$ cat config.mk
export PLATFORM = sky130hd
export DESIGN_NAME = ir_light_auto_switch
export DESIGN_NICKNAME = d
export VERILOG_FILES = /design/src/rtl/core/irlas_pkg.sv /design/src/rtl/core/irlas_regs.sv /design/src/rtl/core/irlas_ctrl.sv /design/src/rtl/core/irlas_dp.sv /design/src/rtl/core/ir_light_auto_switch.sv
export SDC_FILE = /design/constraint.sdc
export NUM_CORES = 1
export LEC_CHECK = 0
export BUFFER_PORTS_ARGS = -buffer_cell sky130_fd_sc_hd__buf_4
export CAP_MARGIN = 0
export CORE_AREA = 2 2 181 183
export DETAILED_ROUTE_END_ITERATION = 12
export DIE_AREA = 0 0 183 185
export GPL_ROUTABILITY_DRIVEN = 0
export PLACE_DENSITY = 0.82
export REMOVE_ABC_BUFFERS = 1
export SKIP_CTS_REPAIR_TIMING = 1
export SLEW_MARGIN = 10
export SYNTH_ARGS = -nofsm -noshare
export SYNTH_HDL_FRONTEND = slang
export SYNTH_SLANG_ARGS = --single-unit
$ cat constraint.sdc
create_clock -name clk -period 7.9 [get_ports clk]
set_input_delay 1.185 -clock clk [delete_from_list [all_inputs] [get_ports clk]]
set_output_delay 1.185 -clock clk [all_outputs]
set_load 0.05 [all_outputs]
$ cat src/rtl/core/irlas_pkg.sv
// ----------------------------------------------------------------------------
// irlas_pkg
// Shared types, constants and tables for the IR light auto switch.
// ----------------------------------------------------------------------------
package irlas_pkg;

  // Field widths
  localparam int SAMPLE_W   = 12;
  localparam int LEVEL_W    = 8;
  localparam int MODE_W     = 3;
  localparam int CMD_W      = 2;
  localparam int RUN_W      = 3;
  localparam int THRESH_W   = SAMPLE_W + 1;
  localparam int CFG_IDX_W  = 3;
  localparam int CFG_DATA_W = 12;

  // Defaults for the top-level parameters
  localparam int WINDOW_LEN_DEF    = 5;
  localparam int PERSIST_TICKS_DEF = 5;

  // Reciprocal table for the window average: floor(2^RECIP_SHIFT / n)
  localparam int WINDOW_MAX  = 8;
  localparam int RECIP_SHIFT = 16;
  localparam int RECIP_W     = RECIP_SHIFT + 1;
  localparam int RECIP_IDX_W = $clog2(WINDOW_MAX + 1);

  localparam logic [RECIP_W-1:0] RECIP_TABLE [0:WINDOW_MAX] = '{
    17'd0,     17'd65536, 17'd32768, 17'd21845, 17'd16384,
    17'd13107, 17'd10922, 17'd9362,  17'd8192
  };

  // Mode codes
  localparam logic [MODE_W-1:0] MODE_FORCE_OFF = 3'd0;
  localparam logic [MODE_W-1:0] MODE_FORCE_ON  = 3'd5;

  // Register reset values
  localparam logic [SAMPLE_W-1:0] TARGET_RESET = 12'd2;
  localparam logic [LEVEL_W-1:0]  MARGIN_RESET = 8'd15;

  // Light commands
  typedef enum logic [CMD_W-1:0] {
    CMD_NONE = 2'd0,
    CMD_ON   = 2'd1,
    CMD_OFF  = 2'd2
  } light_cmd_t;

  // Register indexes
  typedef enum logic [CFG_IDX_W-1:0] {
    REG_MODE   = 3'd0,
    REG_CHECK  = 3'd1,
    REG_DRIVE  = 3'd2,
    REG_TARGET = 3'd3,
    REG_MARGIN = 3'd4
  } reg_idx_t;

  typedef struct packed {
    logic [MODE_W-1:0]   mode;
    logic                check_enable;
    logic [LEVEL_W-1:0]  drive_level;
    logic [SAMPLE_W-1:0] target_level;
    logic [LEVEL_W-1:0]  off_margin;
  } cfg_t;

  // Controller states
  typedef enum logic [1:0] {
    ST_IDLE,
    ST_MUL,
    ST_CORR,
    ST_EMIT
  } ctrl_state_t;

  // Controller to datapath
  typedef struct packed {
    logic load;
    logic mul;
    logic corr;
    logic emit;
  } dp_cmd_t;

  // Datapath to controller
  typedef struct packed {
    logic auto_mode;
    logic out_free;
  } dp_status_t;

endpackage

$ cat src/rtl/core/irlas_regs.sv
// ----------------------------------------------------------------------------
// irlas_regs
// Configuration register file, written through the cfg request channel.
// ----------------------------------------------------------------------------
module irlas_regs (
  input  logic                         clk,
  input  logic                         rst,
  input  logic                         cfg_valid,
  output logic                         cfg_ready,
  input  logic [irlas_pkg::CFG_IDX_W-1:0]  cfg_index,
  input  logic [irlas_pkg::CFG_DATA_W-1:0] cfg_data,
  output irlas_pkg::cfg_t              cfg
);
  import irlas_pkg::*;

  // Writes are always taken
  assign cfg_ready = 1'b1;

  always_ff @(posedge clk) begin
    if (rst) begin
      cfg.mode         <= MODE_FORCE_OFF;
      cfg.check_enable <= 1'b0;
      cfg.drive_level  <= '0;
      cfg.target_level <= TARGET_RESET;
      cfg.off_margin   <= MARGIN_RESET;
    end else if (cfg_valid && cfg_ready) begin
      case (reg_idx_t'(cfg_index))
        REG_MODE:   cfg.mode         <= cfg_data[MODE_W-1:0];
        REG_CHECK:  cfg.check_enable <= cfg_data[0];
        REG_DRIVE:  cfg.drive_level  <= cfg_data[LEVEL_W-1:0];
        REG_TARGET: cfg.target_level <= cfg_data[SAMPLE_W-1:0];
        REG_MARGIN: cfg.off_margin   <= cfg_data[LEVEL_W-1:0];
        default: ;
      endcase
    end
  end

endmodule

$ cat src/rtl/core/irlas_ctrl.sv
// ----------------------------------------------------------------------------
// irlas_ctrl
// Sequencer: accept, reciprocal multiply and correction in automatic mode, result hand-off.
// ----------------------------------------------------------------------------
module irlas_ctrl (
  input  logic                  clk,
  input  logic                  rst,
  input  logic                  in_valid,
  output logic                  in_stall,
  input  irlas_pkg::dp_status_t status,
  output irlas_pkg::dp_cmd_t    cmd
);
  import irlas_pkg::*;

  ctrl_state_t state, state_next;

  always_ff @(posedge clk) begin
    if (rst) begin
      state <= ST_IDLE;
    end else begin
      state <= state_next;
    end
  end

  // Next state and datapath commands
  always_comb begin
    state_next = state;
    cmd        = '0;
    in_stall   = 1'b1;
    case (state)
      ST_IDLE: begin
        in_stall = 1'b0;
        if (in_valid) begin
          cmd.load   = 1'b1;
          state_next = status.auto_mode ? ST_MUL : ST_EMIT;
        end
      end
      ST_MUL: begin
        cmd.mul    = 1'b1;
        state_next = ST_CORR;
      end
      ST_CORR: begin
        cmd.corr   = 1'b1;
        state_next = ST_EMIT;
      end
      ST_EMIT: begin
        if (status.out_free) begin
          cmd.emit   = 1'b1;
          state_next = ST_IDLE;
        end
      end
      default: state_next = ST_IDLE;
    endcase
  end

endmodule

$ cat src/rtl/core/irlas_dp.sv
// ----------------------------------------------------------------------------
// irlas_dp
// Sample window, windowed average by reciprocal multiply, run counters and
// the output register.
// ----------------------------------------------------------------------------
module irlas_dp #(
  parameter int WINDOW_LEN    = irlas_pkg::WINDOW_LEN_DEF,
  parameter int PERSIST_TICKS = irlas_pkg::PERSIST_TICKS_DEF
) (
  input  logic                            clk,
  input  logic                            rst,
  input  irlas_pkg::cfg_t                 cfg,
  input  irlas_pkg::dp_cmd_t              cmd,
  output irlas_pkg::dp_status_t           status,
  input  logic [irlas_pkg::SAMPLE_W-1:0]  light_sample,
  output logic                            out_valid,
  input  logic                            out_stall,
  output logic [irlas_pkg::CMD_W-1:0]     light_command,
  output logic [irlas_pkg::LEVEL_W-1:0]   light_level,
  output logic [irlas_pkg::SAMPLE_W-1:0]  average_level
);
  import irlas_pkg::*;

  localparam int FILL_W = $clog2(WINDOW_LEN + 1);
  localparam int SUM_W  = SAMPLE_W + $clog2(WINDOW_LEN);
  localparam int PROD_W = SUM_W + RECIP_W;
  localparam int REM_W  = SUM_W + FILL_W;
  localparam logic [FILL_W-1:0] FILL_FULL = FILL_W'(WINDOW_LEN);
  localparam logic [RUN_W-1:0]  RUN_MAX   = '1;
  localparam logic [RUN_W-1:0]  PERSIST   = RUN_W'(PERSIST_TICKS);

  logic [SAMPLE_W-1:0] win [WINDOW_LEN];
  logic [FILL_W-1:0]   fill;
  logic [RUN_W-1:0]    dark_run;
  logic [RUN_W-1:0]    bright_run;
  logic [SAMPLE_W-1:0] last_average;
  logic [SUM_W-1:0]    sum_q;
  logic [PROD_W-1:0]   prod_q;
  light_cmd_t          cmd_q;
  logic [LEVEL_W-1:0]  level_q;

  logic                forced_off;
  logic                forced_on;
  logic [SUM_W-1:0]    sum_next;
  logic [SUM_W-1:0]    quot0;
  logic [REM_W-1:0]    rem;
  logic [SUM_W-1:0]    quot;
  logic [SAMPLE_W-1:0] avg;
  logic [THRESH_W-1:0] thresh;
  logic [RUN_W-1:0]    dark_next;
  logic [RUN_W-1:0]    bright_next;

  // Mode decode; codes above forced-on act as forced-on
  assign forced_off       = (cfg.mode == MODE_FORCE_OFF);
  assign forced_on        = (cfg.mode >= MODE_FORCE_ON);
  assign status.auto_mode = cfg.check_enable && !forced_off && !forced_on;
  assign status.out_free  = !out_valid || !out_stall;

  // Sum of the window after the new sample shifts in
  always_comb begin
    sum_next = SUM_W'(light_sample);
    for (int i = 1; i < WINDOW_LEN; i++) begin
      sum_next = sum_next + SUM_W'(win[i]);
    end
  end

  // Quotient estimate is exact or one low; one compare fixes it
  always_comb begin
    quot0 = prod_q[RECIP_SHIFT +: SUM_W];
    rem   = REM_W'(sum_q) - REM_W'(quot0) * REM_W'(fill);
    quot  = (rem >= REM_W'(fill)) ? quot0 + SUM_W'(1) : quot0;
    avg   = quot[SAMPLE_W-1:0];
  end

  // Run counters with saturation
  always_comb begin
    thresh      = THRESH_W'(cfg.target_level) + THRESH_W'(cfg.off_margin);
    dark_next   = '0;
    bright_next = '0;
    if (avg < cfg.target_level) begin
      dark_next = (dark_run == RUN_MAX) ? dark_run : dark_run + RUN_W'(1);
    end
    if (THRESH_W'(avg) > thresh) begin
      bright_next = (bright_run == RUN_MAX) ? bright_run : bright_run + RUN_W'(1);
    end
  end

  // Tracking state
  always_ff @(posedge clk) begin
    if (rst) begin
      for (int i = 0; i < WINDOW_LEN; i++) win[i] <= '0;
      fill         <= '0;
      dark_run     <= '0;
      bright_run   <= '0;
      last_average <= '0;
    end else if (cmd.load && cfg.check_enable) begin
      if (status.auto_mode) begin
        for (int i = 0; i < WINDOW_LEN - 1; i++) win[i] <= win[i+1];
        win[WINDOW_LEN-1] <= light_sample;
        if (fill != FILL_FULL) fill <= fill + FILL_W'(1);
      end else begin
        for (int i = 0; i < WINDOW_LEN; i++) win[i] <= '0;
        fill       <= '0;
        dark_run   <= '0;
        bright_run <= '0;
      end
    end else if (cmd.corr) begin
      last_average <= avg;
      dark_run     <= (dark_next >= PERSIST) ? '0 : dark_next;
      bright_run   <= (bright_next >= PERSIST) ? '0 : bright_next;
    end
  end

  // Arithmetic pipeline and pending result
  always_ff @(posedge clk) begin
    if (cmd.load) begin
      sum_q <= sum_next;
      if (cfg.check_enable && forced_off) begin
        cmd_q   <= CMD_OFF;
        level_q <= '0;
      end else if (cfg.check_enable && forced_on) begin
        cmd_q   <= CMD_ON;
        level_q <= cfg.drive_level;
      end else begin
        cmd_q   <= CMD_NONE;
        level_q <= '0;
      end
    end else if (cmd.mul) begin
      prod_q <= PROD_W'(sum_q) * PROD_W'(RECIP_TABLE[RECIP_IDX_W'(fill)]);
    end else if (cmd.corr) begin
      // the two runs exclude each other
      if (bright_next >= PERSIST) begin
        cmd_q   <= CMD_OFF;
        level_q <= '0;
      end else if (dark_next >= PERSIST) begin
        cmd_q   <= CMD_ON;
        level_q <= cfg.drive_level;
      end else begin
        cmd_q   <= CMD_NONE;
        level_q <= '0;
      end
    end
  end

  // Output register
  always_ff @(posedge clk) begin
    if (rst) begin
      out_valid <= 1'b0;
    end else if (cmd.emit) begin
      out_valid <= 1'b1;
    end else if (!out_stall) begin
      out_valid <= 1'b0;
    end
  end

  always_ff @(posedge clk) begin
    if (cmd.emit) begin
      light_command <= cmd_q;
      light_level   <= level_q;
      average_level <= last_average;
    end
  end

endmodule

$ cat src/rtl/core/ir_light_auto_switch.sv
// ----------------------------------------------------------------------------
// ir_light_auto_switch
// Moving-average hysteresis switch for an IR light: averages the last
// samples and commands the light on or off after a persistent run.
//
//   channel  | handshake             | payload
//   ---------+-----------------------+-------------------------------------
//   in       | in_valid / in_stall   | light_sample
//   out      | out_valid / out_stall | light_command, light_level,
//            |                       | average_level
//   cfg      | cfg_valid / cfg_ready | cfg_index, cfg_data
//
// Automatic mode handles a request as: accept with window update and
// sum, reciprocal multiply, quotient correction, hand-off to the output
// register. Disabled and forced modes go straight from accept to hand-off.
// One request is in flight at a time. Synchronous reset clears the window,
// counters and output valid flag, and sets the configuration registers to
// defaults. A stalled output holds its result; a new request may be accepted
// while it waits, and the next hand-off waits for the output register to free.
// ----------------------------------------------------------------------------
module ir_light_auto_switch #(
  parameter int WINDOW_LEN    = irlas_pkg::WINDOW_LEN_DEF,
  parameter int PERSIST_TICKS = irlas_pkg::PERSIST_TICKS_DEF
) (
  input  logic                             clk,
  input  logic                             rst,
  input  logic                             in_valid,
  output logic                             in_stall,
  input  logic [irlas_pkg::SAMPLE_W-1:0]   light_sample,
  output logic                             out_valid,
  input  logic                             out_stall,
  output logic [irlas_pkg::CMD_W-1:0]      light_command,
  output logic [irlas_pkg::LEVEL_W-1:0]    light_level,
  output logic [irlas_pkg::SAMPLE_W-1:0]   average_level,
  input  logic                             cfg_valid,
  output logic                             cfg_ready,
  input  logic [irlas_pkg::CFG_IDX_W-1:0]  cfg_index,
  input  logic [irlas_pkg::CFG_DATA_W-1:0] cfg_data
);
  import irlas_pkg::*;

  cfg_t       cfg;
  dp_cmd_t    cmd;
  dp_status_t status;

  irlas_regs u_regs (
    .clk       (clk),
    .rst       (rst),
    .cfg_valid (cfg_valid),
    .cfg_ready (cfg_ready),
    .cfg_index (cfg_index),
    .cfg_data  (cfg_data),
    .cfg       (cfg)
  );

  irlas_ctrl u_ctrl (
    .clk      (clk),
    .rst      (rst),
    .in_valid (in_valid),
    .in_stall (in_stall),
    .status   (status),
    .cmd      (cmd)
  );

  irlas_dp #(
    .WINDOW_LEN    (WINDOW_LEN),
    .PERSIST_TICKS (PERSIST_TICKS)
  ) u_dp (
    .clk           (clk),
    .rst           (rst),
    .cfg           (cfg),
    .cmd           (cmd),
    .status        (status),
    .light_sample  (light_sample),
    .out_valid     (out_valid),
    .out_stall     (out_stall),
    .light_command (light_command),
    .light_level   (light_level),
    .average_level (average_level)
  );

endmodule

Yosys cells after proc, flatten, opt, wreduce, memory -nomap -nowiden
Memory sizes are Yosys's and may differ from the RTL's. Cells that the tools add are included.

Register bits after elaboration: 134. Bits in latches: 0. Bits in writable memories: 60. ROM bits: 272. Output and inout port bits: 25. Memories kept: 2.

Add/sub/neg operators: 10. Multiply operators: 2. Divide/modulo/power cells: 0. Order comparisons: 7. Eq/ne operators: 16. Shifts and indexed selects: 0. Mux-type cells: 63. Bitwise gates (word level): 13. Reduce and logical (&&, ||, !) cells: 26.

Memories: (no name shown) (words 16, width 17, rd ports 1, clocked after Yosys merged registers in 0, wr ports 0, line irlas_dp.sv:129) `prod_q <= PROD_W'(sum_q) * PROD_W'(RECIP_TABLE[RECIP_IDX_W'(fill)]);`; u_dp.win (words 5, width 12, rd ports 4, clocked after Yosys merged registers in 0, wr ports 5, line irlas_dp.sv:32) `logic [SAMPLE_W-1:0] win [WINDOW_LEN];`.

Operators with widths (number): two-way mux 12 bit (11); two-way mux 8 bit (7); adder 15 x 12 -> 15 bit (3); two-way mux 3 bit (13); two-way mux 17 bit (2); multiplier 15 x 17 -> 31 bit (1); AND reduction 2 bit (11); two-way mux 1 bit (21); greater-or-equal comparator 18 x 3 -> 1 bit (1); multiplier 15 x 3 -> 18 bit (1); subtractor 15 x 18 -> 18 bit (1); two-way mux 2 bit (8); adder 12 x 12 -> 13 bit (1); adder 12 x 8 -> 13 bit (1); > comparator 12 x 13 -> 1 bit (1); adder 12 x 1 -> 12 bit (second input constant) (1); less-than comparator 12 bit (1); bitwise OR 1 bit (10); adder 3 x 1 -> 3 bit (second input constant) (3); == test 3 bit (second input constant) (3); greater-or-equal comparator 3 bit (second input constant) (3); case mux 2 bit (4 select lines) (1); == test 3 x 2 -> 1 bit (second input constant) (2); zero test 3 bit (2); 14 further kinds (28).

Depth between registers and ports, before layout
Gate-level depths: netlist of run 1.

Word-level depth: 12. Depth in mapped cells: 32.

Cells and area by module
A second synthesis of run 1 with hierarchy kept.

Cell total of the unflattened synthesis: 1794. Area, all modules: 18179.9 um^2.

Modules (own cells, without submodules): irlas_dp (instances 1, cells each 1643, area each 16632.2 um^2, seq. area each 3743.6 um^2); irlas_regs (instances 1, cells each 130, area each 1360.1 um^2, seq. area each 640.6 um^2); irlas_ctrl (instances 1, cells each 21, area each 187.7 um^2, seq. area each 40.0 um^2).

Worst setup path after synthesis of run 1
Ideal clock, no wire load.

Path type: register to register. From: register u_dp.fill[2]. To: register u_dp.prod_q[30], data pin. Arrival time: 7770 ps. Data required time: 7764 ps. Setup slack: -6 ps. Stages on the path, launching flop included: 30. Cells stage by stage: dfxtp_1 clkbuf_1 clkinv_1 clkbuf_1 ha_1 clkbuf_1 and2_1 fa_1 inv_1 fa_1 inv_1 fa_1 inv_1 fa_1 inv_1 fa_1 fa_1 ha_1 nand4_1 nor2_1 o2111a_1 a221oi_2 o21ai_1 a211oi_2 o31ai_1 a41o_1 a21bo_1 o41a_1 or4_1 nand3_1.

Word-level cells in the longest chain between the ends: 5.

Ends and longest elaborated chain: start, declared (line irlas_dp.sv:33) `logic [FILL_W-1:0] fill;`; start signal, assigned (line irlas_dp.sv:100) `if (fill != FILL_FULL) fill <= fill + FILL_W'(1);`; inverter 3 -> 5 bit (implied by the code) (line irlas_dp.sv:129); memory (16 x 17 bit); two-way mux 17 bit (implied by the code) (2 in a row) (line irlas_dp.sv:129); multiplier 15 x 17 -> 31 bit (line irlas_dp.sv:129); end signal, assigned (line irlas_dp.sv:129); end, declared (line irlas_dp.sv:38) `logic [PROD_W-1:0] prod_q;`.

Every way passes these cells. The select of a mux whose other input is x is not followed. A chain may end at the register's enable or synchronous reset.

Final worst setup path of run 1
From: register u_dp.fill[1]. To: register u_dp.prod_q[30], data pin.

Same word-level chain as after synthesis.

==> results by group, run 1 <==
Status
  – Outcome: complete, no violations

GRT
  – Largest net degree at the start of global routing: 82
  – Antenna violations before repair: 0
  – Grt ovf: 0
  – Vias in the first global route: between 10000 and 15000
  – GRT Total Usage: 28.31%
  – First-pass GRT wire length: 74610 µm

Run
  – Max Cap Violations: 0

Hold path
  – Min-Delay Path Class: register to register

Pwr
  – Clk pwr share: 24.8%
  – Comb power frac: between 30% and 40%
  – PwrDens: ~180 mW/mm²
  – Psw: 1.489 mW
  – Internal: 2.075 mW
  – Final Power: 3.564 mW
  – Sw frac: between 40% and 50%
  – Sequential power share: 36.3%
  – Peak VDD IR: 0.1570 mV
  – Leakage power: between 9 and 10 nW

Timing
  – Final Cycle Share: 97.53%
  – Worst slew margin relative to its limit: about a quarter
  – Final Max Slew Viols: 0
  – Tmin final: ~7700 ps
  – # setup viols final: 0
  – Max Clock Skew: 17.27 ps
  – Worst-Margin Slew: approximately 1100 ps
  – Max Freq: 129.8 MHz
  – Final Hold Viols: 0
  – Min Hold Slack: 425.7 ps

Yosys
  – Synth warnings: 0
  – Cells after synthesis: 1890
  – Flops & latches, synth: 166
  – Synth cell types: 87
  – Post-synth ARST share: 0%
  – Sequential-to-total area share from yosys stat: 24.09%
  – Post-synth EDFFs: 110
  – Mean Syn Cell Area: just under 10 µm²
  – Post-synthesis cell area: 0.01837 mm²
  – Predominant post-synthesis flop cell: edfxtp_1

Die
  – I/O pin total: 57
  – Die width: 183 µm
  – DIE HEIGHT: 185 µm
  – Rows: 66
  – Die footprint: about 0.034 mm²
  – Core area: 0.03204 mm²
  – Starting Density: between 50% and 60%

Finish
  – Area Growth Syn to Fin: 9.741%
  – NumNets Final: 2406
  – Antenna Cells: 0
  – Commonest cells after routing, fill and taps aside: inv_1, fa_1, nand2_1
  – FILL cells: 2400
  – Most common cell after layout, fill and taps aside: inv_1
  – Layout cell share with drive strength beyond 1: around 9%
  – Finished layout cell area: a little over 0.02 mm²

CTS
  – TritonCTS Buffers: 17
  – Clock Tree Buf Depth: 2
  – Clock root buffer: clkbuf_16
  – Worst-skew pair later-pin latency: 450 ps
  – TritonCTS Sinks: 166
  – CTS tree: yes
  – Clock slew at reported path FFs: around 70 ps
  – H-tree levels: 4

Setup path
  – Crit-path leading delay family: adder cells
  – Crit path max-delay cell type: or4_4
  – Worst setup SP type: register
  – CP Data Required Time: 8200 ps
  – Data arrival, critical path: 8000 ps
  – Max FO, Critical Path: 6
  – CP Class: register to register
  – Bufs and invs on worst path: 4
  – Most frequent CP cell: fa_1
  – Crit end category: register
  – Max incr delay on CP: ~530 ps

Route
  – Routed Antenna Nets: 0
  – Via density: roughly 5.9
  – Total Wirelength: 46160 µm
  – DRC: 0
  – DR iter-0 viols: 1332
  – Wirelength per Cell: 19.45 µm
  – Via count: 13960
  – Drt pass-1 iters: 6

Place
  – Buffers on Ports: 55
  – Placed instance area: 0.01936 mm²
  – Hpwl dp: about 36000 µm
-- cell families (layout without fill, tap and decap cells) --
kind of cell | after synthesis | after routing | synth area share [%]
adders and majority gates | 423 | 423 | 38.73
xor gates and xnor gates | 67 | 67 | 3.317
AOI/OAI and AO/OA | 226 | 226 | 8.617
and+or+nand+nor | 543 | 543 | 14.63
DFF | 166 | 166 | 24.09
muxes | 28 | 28 | 1.580
buffers and inverters | 436 | 511 | 9.018
other | 1 | 1 | 0.02041
-- routing by layer --
metal | global-route usage [%] | wire [µm]
met1 | 36.00 | 17960
met5 | 0 | 0
met3 | 6.488 | 4273
met2 | 47.21 | 22140
met4 | 11.14 | 1783
-- worst register-to-register path: stages (launching register included) --
cell and delay [ps]:
dfxtp_2 390, inv_2 90, ha_2 210, mux2_4 320, buf_4 170, and2_1 250
fa_1 470, fa_1 490, fa_1 510, inv_1 50, fa_1 480, inv_1 60
fa_1 510, fa_1 500, ha_1 330, nand4_1 100, nor2_1 60, o2111a_1 140
a221oi_2 240, o21ai_2 150, a211oi_2 320, o31ai_4 140, a41o_1 230, a21bo_2 240
o41a_1 480, or4_4 530, nand3_1 100
-- flip-flops by register name, summed over array words and instances, names as in the netlist, 3 cells and up --
signal              cells
u_dp.dark_run           3
u_dp.bright_run         3
u_dp.light_level        8
u_dp.average_level     12
u_dp.win               48
u_dp.prod_q            15
u_dp.fill               3
u_dp.last_average      12
u_regs.cfg             32
u_dp.sum_q             15
u_dp.level_q            8
-- metrics by stage --
step | cells | utilization [%] | TNS, ps | worst slack (ps)
floorplan | 1831 | - | -599.4 | -351.4
global placement | 2335 | 60.43 | 0 | 205.9
global route | 2373 | 62.91 | -137.1 | -98.01
detailed placement | 2335 | 60.43 | -22.74 | -22.74
CTS | 2367 | 62.44 | -142.5 | -142.5
finish | 2373 | 62.91 | 0 | 194.7
-- layout make-up --
type,count,area [µm²],share of cell area (%)
multi-input combinational,1288,12370,61.37
sequential,166,4431,21.98
inverter,377,1415,7.020
timing repair buffer,102,785.8,3.898
tap,408,510.5,2.532
clock buffer,18,450.4,2.234
clock inverter,14,193.9,0.9621
-- path summary, 6_finish.rpt --
check	start	endpoint	slack (ps)	depth (start not counted)
worst max register to register	u_dp.fill[1]	u_dp.prod_q[30]	190	26
worst min register to register	u_dp.level_q[4]	u_dp.light_level[4]	430	0
worst min-delay path	u_dp.level_q[4]	u_dp.light_level[4]	430	0
worst max-delay path	u_dp.fill[1]	u_dp.prod_q[30]	190	26
-- power by group through the flow --
stage | Clock (mW) | Sequential [mW] | Combinational [mW]
4_1_cts | 0.889 | 1.28 | 1.36
6_report | 0.883 | 1.29 | 1.39
5_1_grt | 0.929 | 1.30 | 1.52
2_1_floorplan | 0 | 1.31 | 0.876
3_5_place_dp | 0 | 1.30 | 1.33
3_3_place_gp | 0 | 1.29 | 1.29
-- cells in the mapped netlist, types with 3 or more instances --
master / n / share of area (%)
a21oi_1: 65 / 1.8
a211oi_1: 15 / 0.61
a2111oi_0: 3 / 0.14
o22ai_1: 4 / 0.14
inv_1: 376 / 7.7
nor3_1: 53 / 1.4
a311oi_1: 10 / 0.48
o21bai_1: 7 / 0.29
a21boi_0: 6 / 0.25
o21a_1: 10 / 0.41
ha_1: 179 / 12
dfxtp_1: 56 / 6.1
nand4_1: 5 / 0.17
a32oi_1: 3 / 0.14
o21ai_0: 32 / 0.87
xnor2_1: 47 / 2.2
buf_2: 4 / 0.11
nand3_1: 12 / 0.33
fa_1: 243 / 26
nand2b_1: 12 / 0.41
edfxtp_1: 110 / 18
a21o_1: 19 / 0.78
xor2_1: 18 / 0.86
nor3b_1: 5 / 0.20
a311o_1: 3 / 0.16
nor2b_1: 16 / 0.54
and3_1: 24 / 0.82
and4_1: 7 / 0.33
a31oi_1: 7 / 0.24
o221ai_1: 3 / 0.14
nand2_1: 191 / 3.9
buf_1: 3 / 0.061
nor2_1: 103 / 2.1
clkbuf_1: 49 / 1.0
a41o_1: 4 / 0.22
or3_1: 6 / 0.20
mux2i_1: 25 / 1.4
nor4_1: 4 / 0.14
nand3b_1: 6 / 0.25
a22oi_1: 4 / 0.16
or2_2: 3 / 0.10
and2_1: 84 / 2.9
No activity file was read; power rests on OpenSTA's default activity.
==> inputs of run 2 (changes only) <==
Settings changed: ABC_AREA set to 1, CORE_AREA 2 2 181 183 to 2 2 182 184, DIE_AREA 0 0 183 185 to 0 0 184 186.
==> results by group, run 2 <==
Yosys
  – Synth cell types: 48
  – Synth warnings: 0
  – Top cells by area, synth: fa_1, edfxtp_1, ha_1
  – Cells after synthesis: 2171
  – Predominant post-synthesis flop cell: edfxtp_1
  – Mean Syn Cell Area: 8.557 µm²
  – Flops & latches, synth: 166
  – Synth top cells by count: inv_1, nand2_1, fa_1
  – Sequential-to-total area share from yosys stat: a little under a quarter
  – Post-synth EDFFs: 110
  – Synth top area share: 26.19%
  – Cell taking the most area after synthesis: fa_1
  – Post-synth ARST share: 0%
  – Post-synthesis cell area: 0.01858 mm²
  – Top-count cell post-synth: inv_1

Setup path
  – CP Class: register to register
  – Max incr delay on CP: 570 ps
  – Worst setup SP type: register
  – Critical path depth: 27
  – Crit end category: register
  – Data arrival, critical path: 7460 ps
  – Most frequent CP cell: fa_1
  – R2R Setup Slk: roughly 630 ps
  – Max FO, Critical Path: 11
  – Crit path max-delay cell type: fa_1
  – Bufs and invs on worst path: 5
  – Reg2Reg Depth: 27
  – Crit-path leading delay family: adder cells
  – CP Data Required Time: 8090 ps

Timing
  – Final Cycle Share: 92.01%
  – # setup viols final: 0
  – Worst-Margin Slew: 1099 ps
  – Final Max Slew Viols: 0
  – Tmin final: 7269 ps
  – Min Hold Slack: around 430 ps
  – Max Freq: between 100 and 150 MHz
  – RSZ-0062 raised after global routing: no
  – Worst slew margin relative to its limit: 26.46%
  – Final Hold Viols: 0
  – Max Clock Skew: 11.56 ps
  – Setup TNS: 0 ps

Route
  – Met2 wire len: between 20000 and 25000 µm
  – Via density: 5.525
  – Met1 wire length: 17710 µm
  – Total Wirelength: approximately 45000 µm
  – Highest metal used: met4
  – Routed wl met3: 3768 µm
  – DR iter-0 viols: 1246
  – Wirelength per Cell: 16.99 µm
  – Routed Antenna Nets: 0
  – Drt pass-1 iters: 6
  – DRC: 0
  – Via count: 14570

Die
  – Starting Density: 57.68%
  – Rows: 66
  – Die footprint: 0.03422 mm²
  – Die width: 184 µm
  – DIE HEIGHT: roughly 190 µm
  – I/O pin total: 57
  – Core area: 0.03221 mm²

Finish
  – FILL cells: about 2600
  – Layout cell share with drive strength beyond 1: 6.146%
  – Max FFs per register: 48
  – Largest registers: u_dp.win (48), u_regs.cfg (32)
  – Area of the multi-input gates: 0.01195 mm²
  – Most common cell after layout, fill and taps aside: inv_1
  – FF+latch area: about 0.0044 mm²
  – Finished layout cell area: 0.01997 mm²
  – Most flop-heavy register: u_dp.win
  – Antenna Cells: 0
  – Area Growth Syn to Fin: 7.517%
  – Utilization after layout: between 60% and 70%
  – Commonest cells after routing, fill and taps aside: inv_1, nand2_1, fa_1
  – NumNets Final: approximately 2700

Place
  – Buffers on Ports: 55
  – Placed instance area: 0.01942 mm²
  – Hpwl dp: 36550 µm

CTS
  – TritonCTS Buffers: 17
  – CTS tree: yes
  – Worst-skew pair later-pin latency: 440 ps
  – Clock Tree Buf Depth: 2
  – TritonCTS Sinks: about 170
  – H-tree levels: 4
  – Clock slew at reported path FFs: 70 ps
  – Clock root buffer: clkbuf_16

GRT
  – Antenna violations before repair: 0
  – Grt ovf: 0
  – GRT Total Usage: 27.61%
  – Vias in the first global route: approximately 15000
  – Largest net degree at the start of global routing: 49
  – First-pass GRT wire length: 73590 µm

Hold path
  – Min-Delay Path Class: register to register
  – Hold path cells: 0

Pwr
  – Leakage power: approximately 10 nW
  – Peak VDD IR: roughly 0.23 mV
  – Final Power: 3.588 mW
  – PwrDens: 179.6 mW/mm²

Status
  – Outcome: complete, no violations

Run
  – Max Cap Violations: 0
-- run 2: report_power, final --
| part | internal [mW] | switching [mW] |
|---|---|---|
| Sequential | 1.14 | 0.179 |
| Combinational | 0.474 | 1.01 |
| Clock | 0.413 | 0.369 |
| Total | 2.02 | 1.56 |
-- run 2: area by class of cell --
| cell class | instances | area share, % |
|---|---|---|
| sequential | 166 | 22.15 |
| clock inverter | 13 | 0.5826 |
| multi-input combinational | 1422 | 59.81 |
| tap | 408 | 2.556 |
| timing repair buffer | 68 | 2.556 |
| inverter | 541 | 10.18 |
| clock buffer | 19 | 2.168 |
-- run 2: worst paths after layout --
check	start	endpoint
setup reg to reg	u_dp.fill[1]	u_dp.prod_q[30]
hold reg to reg	u_dp.last_average[10]	u_dp.average_level[10]
hold / removal	u_dp.last_average[10]	u_dp.average_level[10]
setup / recovery	u_dp.fill[1]	u_dp.prod_q[30]
-- run 2: cells by family after synthesis --
family	Yosys count	synth area share, %
and+or+nand+nor	717	16.27
buffers and inverters	583	11.91
adders and majority gates	422	38.24
AOI/OAI and AO/OA	214	6.500
DFF	166	23.82
xor gates and xnor gates	66	3.112
muxes	2	0.1212
other	1	0.02019
-- run 2: through the flow --
stage	setup slack, ps	instances
2_1_floorplan	938.7	2129
3_3_place_gp	1010	2605
3_5_place_dp	798.5	2605
4_1_cts	773.7	2637
5_1_grt	262.5	2637
6_report	631.1	2637
-- run 2: per-layer routing --
layer  GRT usage (%)  vias to the layer above
li1                -                     6763
met1           34.49                     6995
met2           46.45                      665
met3           5.439                      147
met4           12.90                        0
met5               0                        -
